===== src/rtl/lslrp_pkg.sv =====
// Shared types and codes for the level/sid/length record parser.
`default_nettype none
package lslrp_pkg;

  localparam int unsigned CfgDataW = 16;
  localparam int unsigned CfgIdxW  = 2;

  localparam logic [CfgIdxW-1:0] CFG_LEVEL_MIN   = 2'd0;
  localparam logic [CfgIdxW-1:0] CFG_LEVEL_MAX   = 2'd1;
  localparam logic [CfgIdxW-1:0] CFG_MAX_CONTENT = 2'd2;

  localparam logic [1:0] KIND_HEADER  = 2'd0;
  localparam logic [1:0] KIND_CONTENT = 2'd1;
  localparam logic [1:0] KIND_STATUS  = 2'd2;

  localparam logic [1:0] ST_OK        = 2'd0;
  localparam logic [1:0] ST_BAD_LEVEL = 2'd1;
  localparam logic [1:0] ST_TOO_LONG  = 2'd2;
  localparam logic [1:0] ST_TRUNCATED = 2'd3;

  typedef struct packed {
    logic [7:0] in_byte;
    logic       end_of_buffer;
  } in_t;

  typedef struct packed {
    logic [1:0]  result_kind;
    logic [7:0]  record_level;
    logic [15:0] record_sid;
    logic [15:0] record_length;
    logic [7:0]  content_byte;
    logic        record_end;
    logic [1:0]  parse_status;
  } out_t;

endpackage
`default_nettype wire


===== src/rtl/level_sid_length_record_parser_top.sv =====
// Record parser top level: header/content/status results from a byte stream.
// A request's results are written into the result queue when its byte is accepted.
// Throughput: one byte per cycle; a byte that ends the buffer while finishing a
//   header or content byte yields two results, which drain one per cycle, while out_ready
//   is high, from the four-entry result queue. Input is ready while it has two free slots.
// Reset: asynchronous active low; parser back to level phase, no error,
//   registers at level_min 0, level_max 3, max_content_length 1024, queue empty.
`default_nettype none
module level_sid_length_record_parser_top (
  input  wire logic                                clk_i,
  input  wire logic                                rst_ni,
  input  wire logic                                in_valid_i,
  output logic                                     in_ready_o,
  input  wire lslrp_pkg::in_t                      in_i,
  output logic                                     out_valid_o,
  input  wire logic                                out_ready_i,
  output lslrp_pkg::out_t                          out_o,
  input  wire logic                                cfg_we_i,
  input  wire logic [lslrp_pkg::CfgIdxW-1:0]       cfg_idx_i,
  input  wire logic [lslrp_pkg::CfgDataW-1:0]      cfg_data_i
);

  typedef enum logic [2:0] {
    PH_LEVEL,
    PH_SID_HI,
    PH_SID_LO,
    PH_LEN_HI,
    PH_LEN_LO,
    PH_CONTENT,
    PH_SKIP
  } phase_e;

  localparam int unsigned OqDepth = 4;
  localparam int unsigned OqPtrW  = $clog2(OqDepth);
  localparam int unsigned OqCntW  = $clog2(OqDepth + 1);

  logic [7:0]  level_min_q, level_max_q;
  logic [15:0] max_len_q;

  phase_e      phase_q, phase_d;
  logic [7:0]  level_q, level_d;
  logic [15:0] sid_q, sid_d;
  logic [7:0]  len_hi_q, len_hi_d;
  logic [15:0] remain_q, remain_d;
  logic [1:0]  err_q, err_d;

  lslrp_pkg::out_t oq_mem [OqDepth];
  logic [OqPtrW-1:0] wptr_q, wptr_d, rptr_q, rptr_d;
  logic [OqCntW-1:0] count_q, count_d;

  lslrp_pkg::out_t res0, res1, stat;
  logic [1:0]  n_res;
  logic        in_fire, out_fire;
  logic [7:0]  b;
  logic [15:0] len_full, rem_dec;

  assign in_ready_o  = (count_q <= OqCntW'(OqDepth - 2));
  assign in_fire     = in_valid_i & in_ready_o;
  assign out_valid_o = (count_q != '0);
  assign out_fire    = out_valid_o & out_ready_i;
  assign out_o       = oq_mem[rptr_q];

  assign b        = in_i.in_byte;
  assign len_full = {len_hi_q, b};
  assign rem_dec  = remain_q - 16'd1;

  always_comb begin
    phase_d  = phase_q;
    level_d  = level_q;
    sid_d    = sid_q;
    len_hi_d = len_hi_q;
    remain_d = remain_q;
    err_d    = err_q;
    res0     = '0;
    res1     = '0;
    stat     = '0;
    n_res    = 2'd0;
    if (in_fire) begin
      case (phase_q)
        PH_LEVEL: begin
          if (b >= level_min_q && b <= level_max_q) begin
            level_d = b;
            phase_d = PH_SID_HI;
          end else begin
            err_d   = lslrp_pkg::ST_BAD_LEVEL;
            phase_d = PH_SKIP;
          end
        end
        PH_SID_HI: begin
          sid_d   = {b, 8'h00};
          phase_d = PH_SID_LO;
        end
        PH_SID_LO: begin
          sid_d   = {sid_q[15:8], b};
          phase_d = PH_LEN_HI;
        end
        PH_LEN_HI: begin
          len_hi_d = b;
          phase_d  = PH_LEN_LO;
        end
        PH_LEN_LO: begin
          if (len_full > max_len_q) begin
            err_d   = lslrp_pkg::ST_TOO_LONG;
            phase_d = PH_SKIP;
          end else begin
            res0.result_kind   = lslrp_pkg::KIND_HEADER;
            res0.record_level  = level_q;
            res0.record_sid    = sid_q;
            res0.record_length = len_full;
            res0.record_end    = (len_full == 16'd0);
            n_res              = 2'd1;
            remain_d           = len_full;
            phase_d            = (len_full == 16'd0) ? PH_LEVEL : PH_CONTENT;
          end
        end
        PH_CONTENT: begin
          remain_d          = rem_dec;
          res0.result_kind  = lslrp_pkg::KIND_CONTENT;
          res0.content_byte = b;
          res0.record_end   = (rem_dec == 16'd0);
          n_res             = 2'd1;
          if (rem_dec == 16'd0) begin
            phase_d = PH_LEVEL;
          end
        end
        PH_SKIP: begin
        end
        default: begin
          phase_d = PH_LEVEL;
        end
      endcase
      if (in_i.end_of_buffer) begin
        stat.result_kind = lslrp_pkg::KIND_STATUS;
        if (err_d != lslrp_pkg::ST_OK) begin
          stat.parse_status = err_d;
        end else if (phase_d != PH_LEVEL) begin
          stat.parse_status = lslrp_pkg::ST_TRUNCATED;
        end else begin
          stat.parse_status = lslrp_pkg::ST_OK;
        end
        if (n_res == 2'd0) begin
          res0 = stat;
        end else begin
          res1 = stat;
        end
        n_res    = n_res + 2'd1;
        phase_d  = PH_LEVEL;
        err_d    = lslrp_pkg::ST_OK;
        remain_d = 16'd0;
      end
    end
    wptr_d  = wptr_q + OqPtrW'(n_res);
    rptr_d  = rptr_q + OqPtrW'(out_fire);
    count_d = count_q + OqCntW'(n_res) - OqCntW'(out_fire);
  end

  always_ff @(posedge clk_i or negedge rst_ni) begin
    if (!rst_ni) begin
      level_min_q <= 8'd0;
      level_max_q <= 8'd3;
      max_len_q   <= 16'd1024;
      phase_q     <= PH_LEVEL;
      level_q     <= 8'd0;
      sid_q       <= 16'd0;
      len_hi_q    <= 8'd0;
      remain_q    <= 16'd0;
      err_q       <= lslrp_pkg::ST_OK;
      wptr_q      <= '0;
      rptr_q      <= '0;
      count_q     <= '0;
    end else begin
      if (cfg_we_i) begin
        case (cfg_idx_i)
          lslrp_pkg::CFG_LEVEL_MIN:   level_min_q <= cfg_data_i[7:0];
          lslrp_pkg::CFG_LEVEL_MAX:   level_max_q <= cfg_data_i[7:0];
          lslrp_pkg::CFG_MAX_CONTENT: max_len_q   <= cfg_data_i;
          default: begin
          end
        endcase
      end
      phase_q  <= phase_d;
      level_q  <= level_d;
      sid_q    <= sid_d;
      len_hi_q <= len_hi_d;
      remain_q <= remain_d;
      err_q    <= err_d;
      wptr_q   <= wptr_d;
      rptr_q   <= rptr_d;
      count_q  <= count_d;
    end
  end

  // result queue storage
  always_ff @(posedge clk_i) begin
    if (n_res != 2'd0) begin
      oq_mem[wptr_q] <= res0;
    end
    if (n_res == 2'd2) begin
      oq_mem[wptr_q + OqPtrW'(1)] <= res1;
    end
  end

  a_count_bound: assert property (@(posedge clk_i) disable iff (!rst_ni)
    count_q <= OqCntW'(OqDepth))
    else $error("result queue overfilled");

  a_buffer_end_clears: assert property (@(posedge clk_i) disable iff (!rst_ni)
    in_fire && in_i.end_of_buffer |=> phase_q == PH_LEVEL && err_q == lslrp_pkg::ST_OK)
    else $error("parser not back to level phase after buffer end");

  a_content_remaining: assert property (@(posedge clk_i) disable iff (!rst_ni)
    phase_q == PH_CONTENT |-> remain_q != 16'd0)
    else $error("content phase with nothing remaining");

  a_skip_has_error: assert property (@(posedge clk_i) disable iff (!rst_ni)
    phase_q == PH_SKIP |-> err_q != lslrp_pkg::ST_OK)
    else $error("skip phase without error");

  a_status_clean: assert property (@(posedge clk_i) disable iff (!rst_ni)
    out_valid_o && out_o.result_kind == lslrp_pkg::KIND_STATUS |->
      out_o.record_length == 16'd0 && out_o.content_byte == 8'd0 && !out_o.record_end)
    else $error("status result carries record fields");

endmodule
`default_nettype wire


===== config.mk =====
export PLATFORM = sky130hd
export DESIGN_NAME = level_sid_length_record_parser_top
export DESIGN_NICKNAME = d
export VERILOG_FILES = /design/src/rtl/lslrp_pkg.sv /design/src/rtl/level_sid_length_record_parser_top.sv
export SDC_FILE = /design/constraint.sdc
export NUM_CORES = 1
export LEC_CHECK = 0
export ABC_CLOCK_PERIOD_IN_PS = 9300
export BUFFER_PORTS_ARGS = -buffer_cell sky130_fd_sc_hd__buf_2
export CORE_UTILIZATION = 65
export CTS_CLUSTER_DIAMETER = 200
export DETAILED_ROUTE_END_ITERATION = 8
export PLACE_DENSITY = 0.91
export SLEW_MARGIN = 20
export SYNTH_ARGS = -nofsm -noshare
export SYNTH_HDL_FRONTEND = slang
export SYNTH_SLANG_ARGS = --single-unit

===== constraint.sdc =====
create_clock -name clk_i -period 9.3 [get_ports clk_i]
set_input_delay 0.465 -clock clk_i [delete_from_list [all_inputs] [get_ports clk_i]]
set_output_delay 0.465 -clock clk_i [all_outputs]
set_load 0.01 [all_outputs]

## After elaboration in Yosys (flattened, before gate mapping)

Memory sizes are Yosys's and may differ from the RTL's.
Index checks and enable logic that the tools add are counted.
W data, S select, Z words.

| word-level totals | value |
|---|---|
| memory bits (writable) | 212 |
| memories | 1 |
| bits in registers | 92 |
| output and inout port bits | 55 |
| logic and storage cells | 97 |

| operators by class | value |
|---|---|
| bitwise logic cells | 3 |
| $lt $le $gt $ge | 4 |
| add/sub/neg operators | 7 |
| eq/ne operators | 10 |
| muxes and demuxes | 39 |
| reductions and logical operators | 20 |

Memories:

| memory | words | width | read ports | clocked after memory_dff | wr ports | RTL line | source |
|---|---|---|---|---|---|---|---|
| oq_mem | 4 | 53 | 1 | 0 | 2 | level_sid_length_record_parser_top.sv:47 | `lslrp_pkg::out_t oq_mem [OqDepth];` |

Operator list:

| cell | count |
|---|---|
| $mux W53 | 6 |
| $mux W40 | 2 |
| $pmux W16 S2 | 2 |
| $logic_not A16 Y1 | 2 |
| $mux W16 | 2 |
| $pmux W3 S7 | 1 |
| $mux W2 | 9 |
| $mux W3 | 6 |
| $gt A16 B16 Y1 | 1 |
| $sub A16 B1 Y16 const B | 1 |
| $reduce_and A2 Y1 | 5 |
| $eq A3 B3 Y1 const B | 3 |
| $reduce_and A3 Y1 | 3 |
| $reduce_bool A3 Y1 | 3 |
| $ge A8 B8 Y1 | 1 |
| $le A8 B8 Y1 | 1 |
| $mux W8 | 1 |
| $pmux W2 S2 | 2 |
| $eq A3 B2 Y1 const B | 2 |
| $mux W1 | 6 |
| $reduce_bool A2 Y1 | 3 |
| $add A2 B1 Y2 const B | 2 |
| $eq A2 B2 Y1 const B | 2 |
| $logic_not A2 Y1 | 2 |
| other kinds (13) | 15 |

## Depth between registers and ports, before layout

| depth | value |
|---|---|
| depth in word-level cells | 11 |
| depth in mapped cells | 17 |
| gate-level depth less buffers | 16 |

## Worst setup path after synthesis

Ideal clock, no wire load.

| path | value |
|---|---|
| kind | register to register |
| start point | register max_len_q[10] |
| end point | memory oq_mem[3][0] in the netlist's numbering (enable) |
| path slack | 5781 ps |
| buffers on the path | 2 |
| stages on the path, launching flop included | 16 |
| library setup time | 265 ps |
| arrival | 3254 ps |
| clock period less this slack | 3519 ps |
| cells stage by stage | dfstp_2 inv_1 ha_1 nand4_1 nor4_1 a21bo_2 o211ai_2 a31oi_2 ha_1 nor2_1 nor2_1 nand3_1 clkbuf_1 and2_1 clkbuf_1 inv_1 |

RTL lines:

| what | RTL line | source |
|---|---|---|
| start: declaration | level_sid_length_record_parser_top.sv:38 | `logic [15:0] max_len_q;` |
| start signal: assignment | level_sid_length_record_parser_top.sv:176 | `lslrp_pkg::CFG_MAX_CONTENT: max_len_q <= cfg_data_i;` |
| end: declaration | level_sid_length_record_parser_top.sv:47 |  |

==> flow_metrics.tcl <==
set metrics [dict create \
    yosysWarningCount 0 \
    cts_tree "done" \
    synthCells 1339 \
    worstSkewPairLatency_ns 0.56 \
    mappedNetlistNets 1413 \
    cts_inserted_buffers 29 \
    cap_violations 0 \
    postLayoutSetupSlackWorst_ns 4.77 \
    post-cts-setup-buffers 0 \
    cts.clk_slew.worst_paths_ns 0.06 \
    synth_enable_flop_cells 12 \
    cp-end-kind "flop" \
    p_sw_uw 1290 \
    wirelength_um 35900 \
    rsz0062_at_grt "no" \
    portBuffers 86 \
    synth_ff_type "dfxtp_1" \
    initial_core_util_pct 66.9 \
    seq_power_share_pct 44.0 \
    clock_path_buffers 3 \
    synth-seq-cells 304 \
    die_h_um 147 \
    start_kind "flop" \
    ys_seq_area_share_pct 49.0 \
    grt_start_max_net_pins 87 \
    syn_to_final_growth_pct 10.7 \
    cp_slowest_cell "buf_4" \
    leakage_uw 0.00599 \
    clockRootBuffer "clkbuf_16" \
    detail-route-antenna-nets 0 \
    crit_fanout 65 \
    crit_path_cell_trace "ha_1 > nand4_1 > nor4_1 > nand4_1 > a31oi_2 > ha_1 > nor2_1 > nor2_1 > nand2_2 > buf_4 > nor2_1 > mux2i_1 > a21oi_1" \
    rows 52 \
    clock_power_share_pct 30.4 \
    cts_resized 0 \
    design.final.nets 1440 \
    drc 0 \
    slowest_delay_ns 0.61 \
    core_area_mm2 0.0204 \
    status "finished clean" \
    cpLargestDelayFamily "simple AND/OR/NAND/NOR gates" \
    hp-class "input port to flop" \
    final.setup_skew_ns 0.0160 \
    ctsHoldBuffers 1 \
    worst_pin_slew_ns 0.937 \
    die_w_um 147 \
    first_global_vias 11300 \
    layout_worst_path_cycle_share_pct 48.8 \
    htree_levels 1 \
    hold_viol_final 0 \
    fin_util_pct 74.0 \
    p_per_area_mw_per_mm2 256 \
    track_usage_pct 33.3 \
    slew-limit-headroom_pct 37.4 \
    ir_worst_vdd_v 0.000201 \
    setup_viol 0 \
    layout_common_cells "208 x o21ai_0, 200 x dfxtp_1, 174 x nand3_1" \
    num_vias 11300 \
    crit_top_cell "nor2_1" \
    grt_first_pass_wirelength_um 57400 \
    min_period_ns 4.53 \
    antenna_found_initial 1 \
    path_class "flop to flop" \
    synthArstFlopShare_pct 30.3 \
    slew_viol_final 0 \
    grt_overflow 0 \
    critical_path_required_ns 9.57 \
    layout-drive-gt1-share_pct 19.5 \
    netlist_area_mm2 0.0136 \
    cts_sinks 304 \
    mostFrequentLayoutCell "o21ai_0" \
    gp_congestion 0.954 \
    firstDrtPassIters 8 \
    max_freq_ghz 0.221 \
    dp_slack_ns 4.71 \
    synth.avg_cell_area_um2 10.2 \
    wl_per_cell_um 21.6 \
    netSwitchingFraction_pct 33.5 \
    worstPathArrival_ns 4.81 \
    power.internal_uw 2570 \
    avgViaCountPerCell 6.84 \
    path_buf_inv 1 \
    post-dp-hpwl_um 21700 \
    ioPinCount 87 \
    p_comb_share_pct 25.6 \
    die-area_mm2 0.0215 \
    synth_cell_types 71 \
    setup_tns_ns 0 \
    diodes 0 \
    initialDrtViolationCount 1300 \
]
## registers in the layout, indices dropped and copies added, names as in the netlist
register and count:
remain_q 16, max_len_q 16, err_q 2, sid_q 16, level_min_q 8, oq_mem 212
len_hi_q 8, rptr_q 2, level_max_q 8, phase_q 3, wptr_q 2, level_q 8
count_q 3
## worst paths after layout
| check | endpoint | cells after the start | slack [ns] | start |
|---|---|---|---|---|
| max | oq_mem[2][1] | 13 | 4.77 | len_hi_q[6] |
| min | max_len_q[9] | 2 | 0.14 | cfg_data_i[9] |
| max reg2reg | oq_mem[2][1] | 13 | 4.77 | len_hi_q[6] |
| min reg2reg | oq_mem[2][51] | 1 | 0.45 | oq_mem[2][51] |
| max in group asynchronous | count_q[2] | 3 | 7.79 | rst_ni |
| min in group asynchronous | rptr_q[1] | 2 | 0.48 | rst_ni |
## synth_stat cells, types with 10 or more instances
cell      instances  area, µm²
nor2b_1          15       93.8
mux4_2           53       1190
edfxtp_1         12        360
nand3_1         175        876
nor4_1           13       81.3
dfxtp_1         200       4000
dfrtp_1          89       2230
mux2_2           48        541
a21oi_1          38        190
a31oi_1          10       62.6
inv_1            47        176
nor2_1           37        139
a22o_1           33        289
nand2_1          93        349
ha_1             41        513
clkbuf_1         92        345
o21ai_0         208       1040
## cells by family after synthesis
| kind of cell | after synthesis | share of synthesized area (%) |
|---|---|---|
| xor gates and xnor gates | 5 | 0.322 |
| DFF | 304 | 49.0 |
| adders and majority gates | 42 | 3.91 |
| muxes | 105 | 13.0 |
| and+or+nand+nor | 382 | 13.8 |
| AOI/OAI and AO/OA | 349 | 15.6 |
| buffers and inverters | 152 | 4.29 |
## cell type report
class	count	area, µm²
Sequential cell	304	6680
Inverter	48	180
Fill cell	1277	5290
Clock buffer	44	853
Timing Repair Buffer	100	561
Multi-Input combinational cell	883	6380
Clock inverter	9	88.8
Tap cell	270	338
## power by group through the flow
| stage | sequential [µW] | combinational [µW] | clock [µW] |
|---|---|---|---|
| after floorplan | 1590 | 808 | 0 |
| after global placement | 1740 | 861 | 0 |
| after detailed placement | 1760 | 903 | 0 |
| after CTS | 1730 | 919 | 1170 |
| after global routing | 1720 | 1070 | 1220 |
| final | 1700 | 989 | 1170 |
## worst register-to-register path, delay by kind of cell (launching register included)
kind / cells / cell delay, ns
buf+inv: 1 / 0.62
fa+ha+maj: 2 / 0.66
simple gates: 7 / 1.67
flops: 1 / 0.46
compound gates: 2 / 0.54
mux: 1 / 0.28
## metal layers
layer / vias to the layer above / global-route usage (%) / share of wire [%]
li1: 4964 / - / -
met1: 5488 / 42.5 / 38
met2: 730 / 55.2 / 48
met3: 152 / 6.49 / 10
met4: 0 / 14.6 / 4.3
met5: - / 0 / 0
## stage by stage
step                instances  hold WS, ns  power (µW)  instance area (µm²)
finish                   1658        0.144        3860                15100
global placement         1603        0.429        2600                14100
CTS                      1657        0.141        3820                15000
global route             1658        0.140        4010                15100
detailed placement       1603        0.434        2660                14100
floorplan                1339        0.169        2400                13600
(Power assumes the default switching activity.)
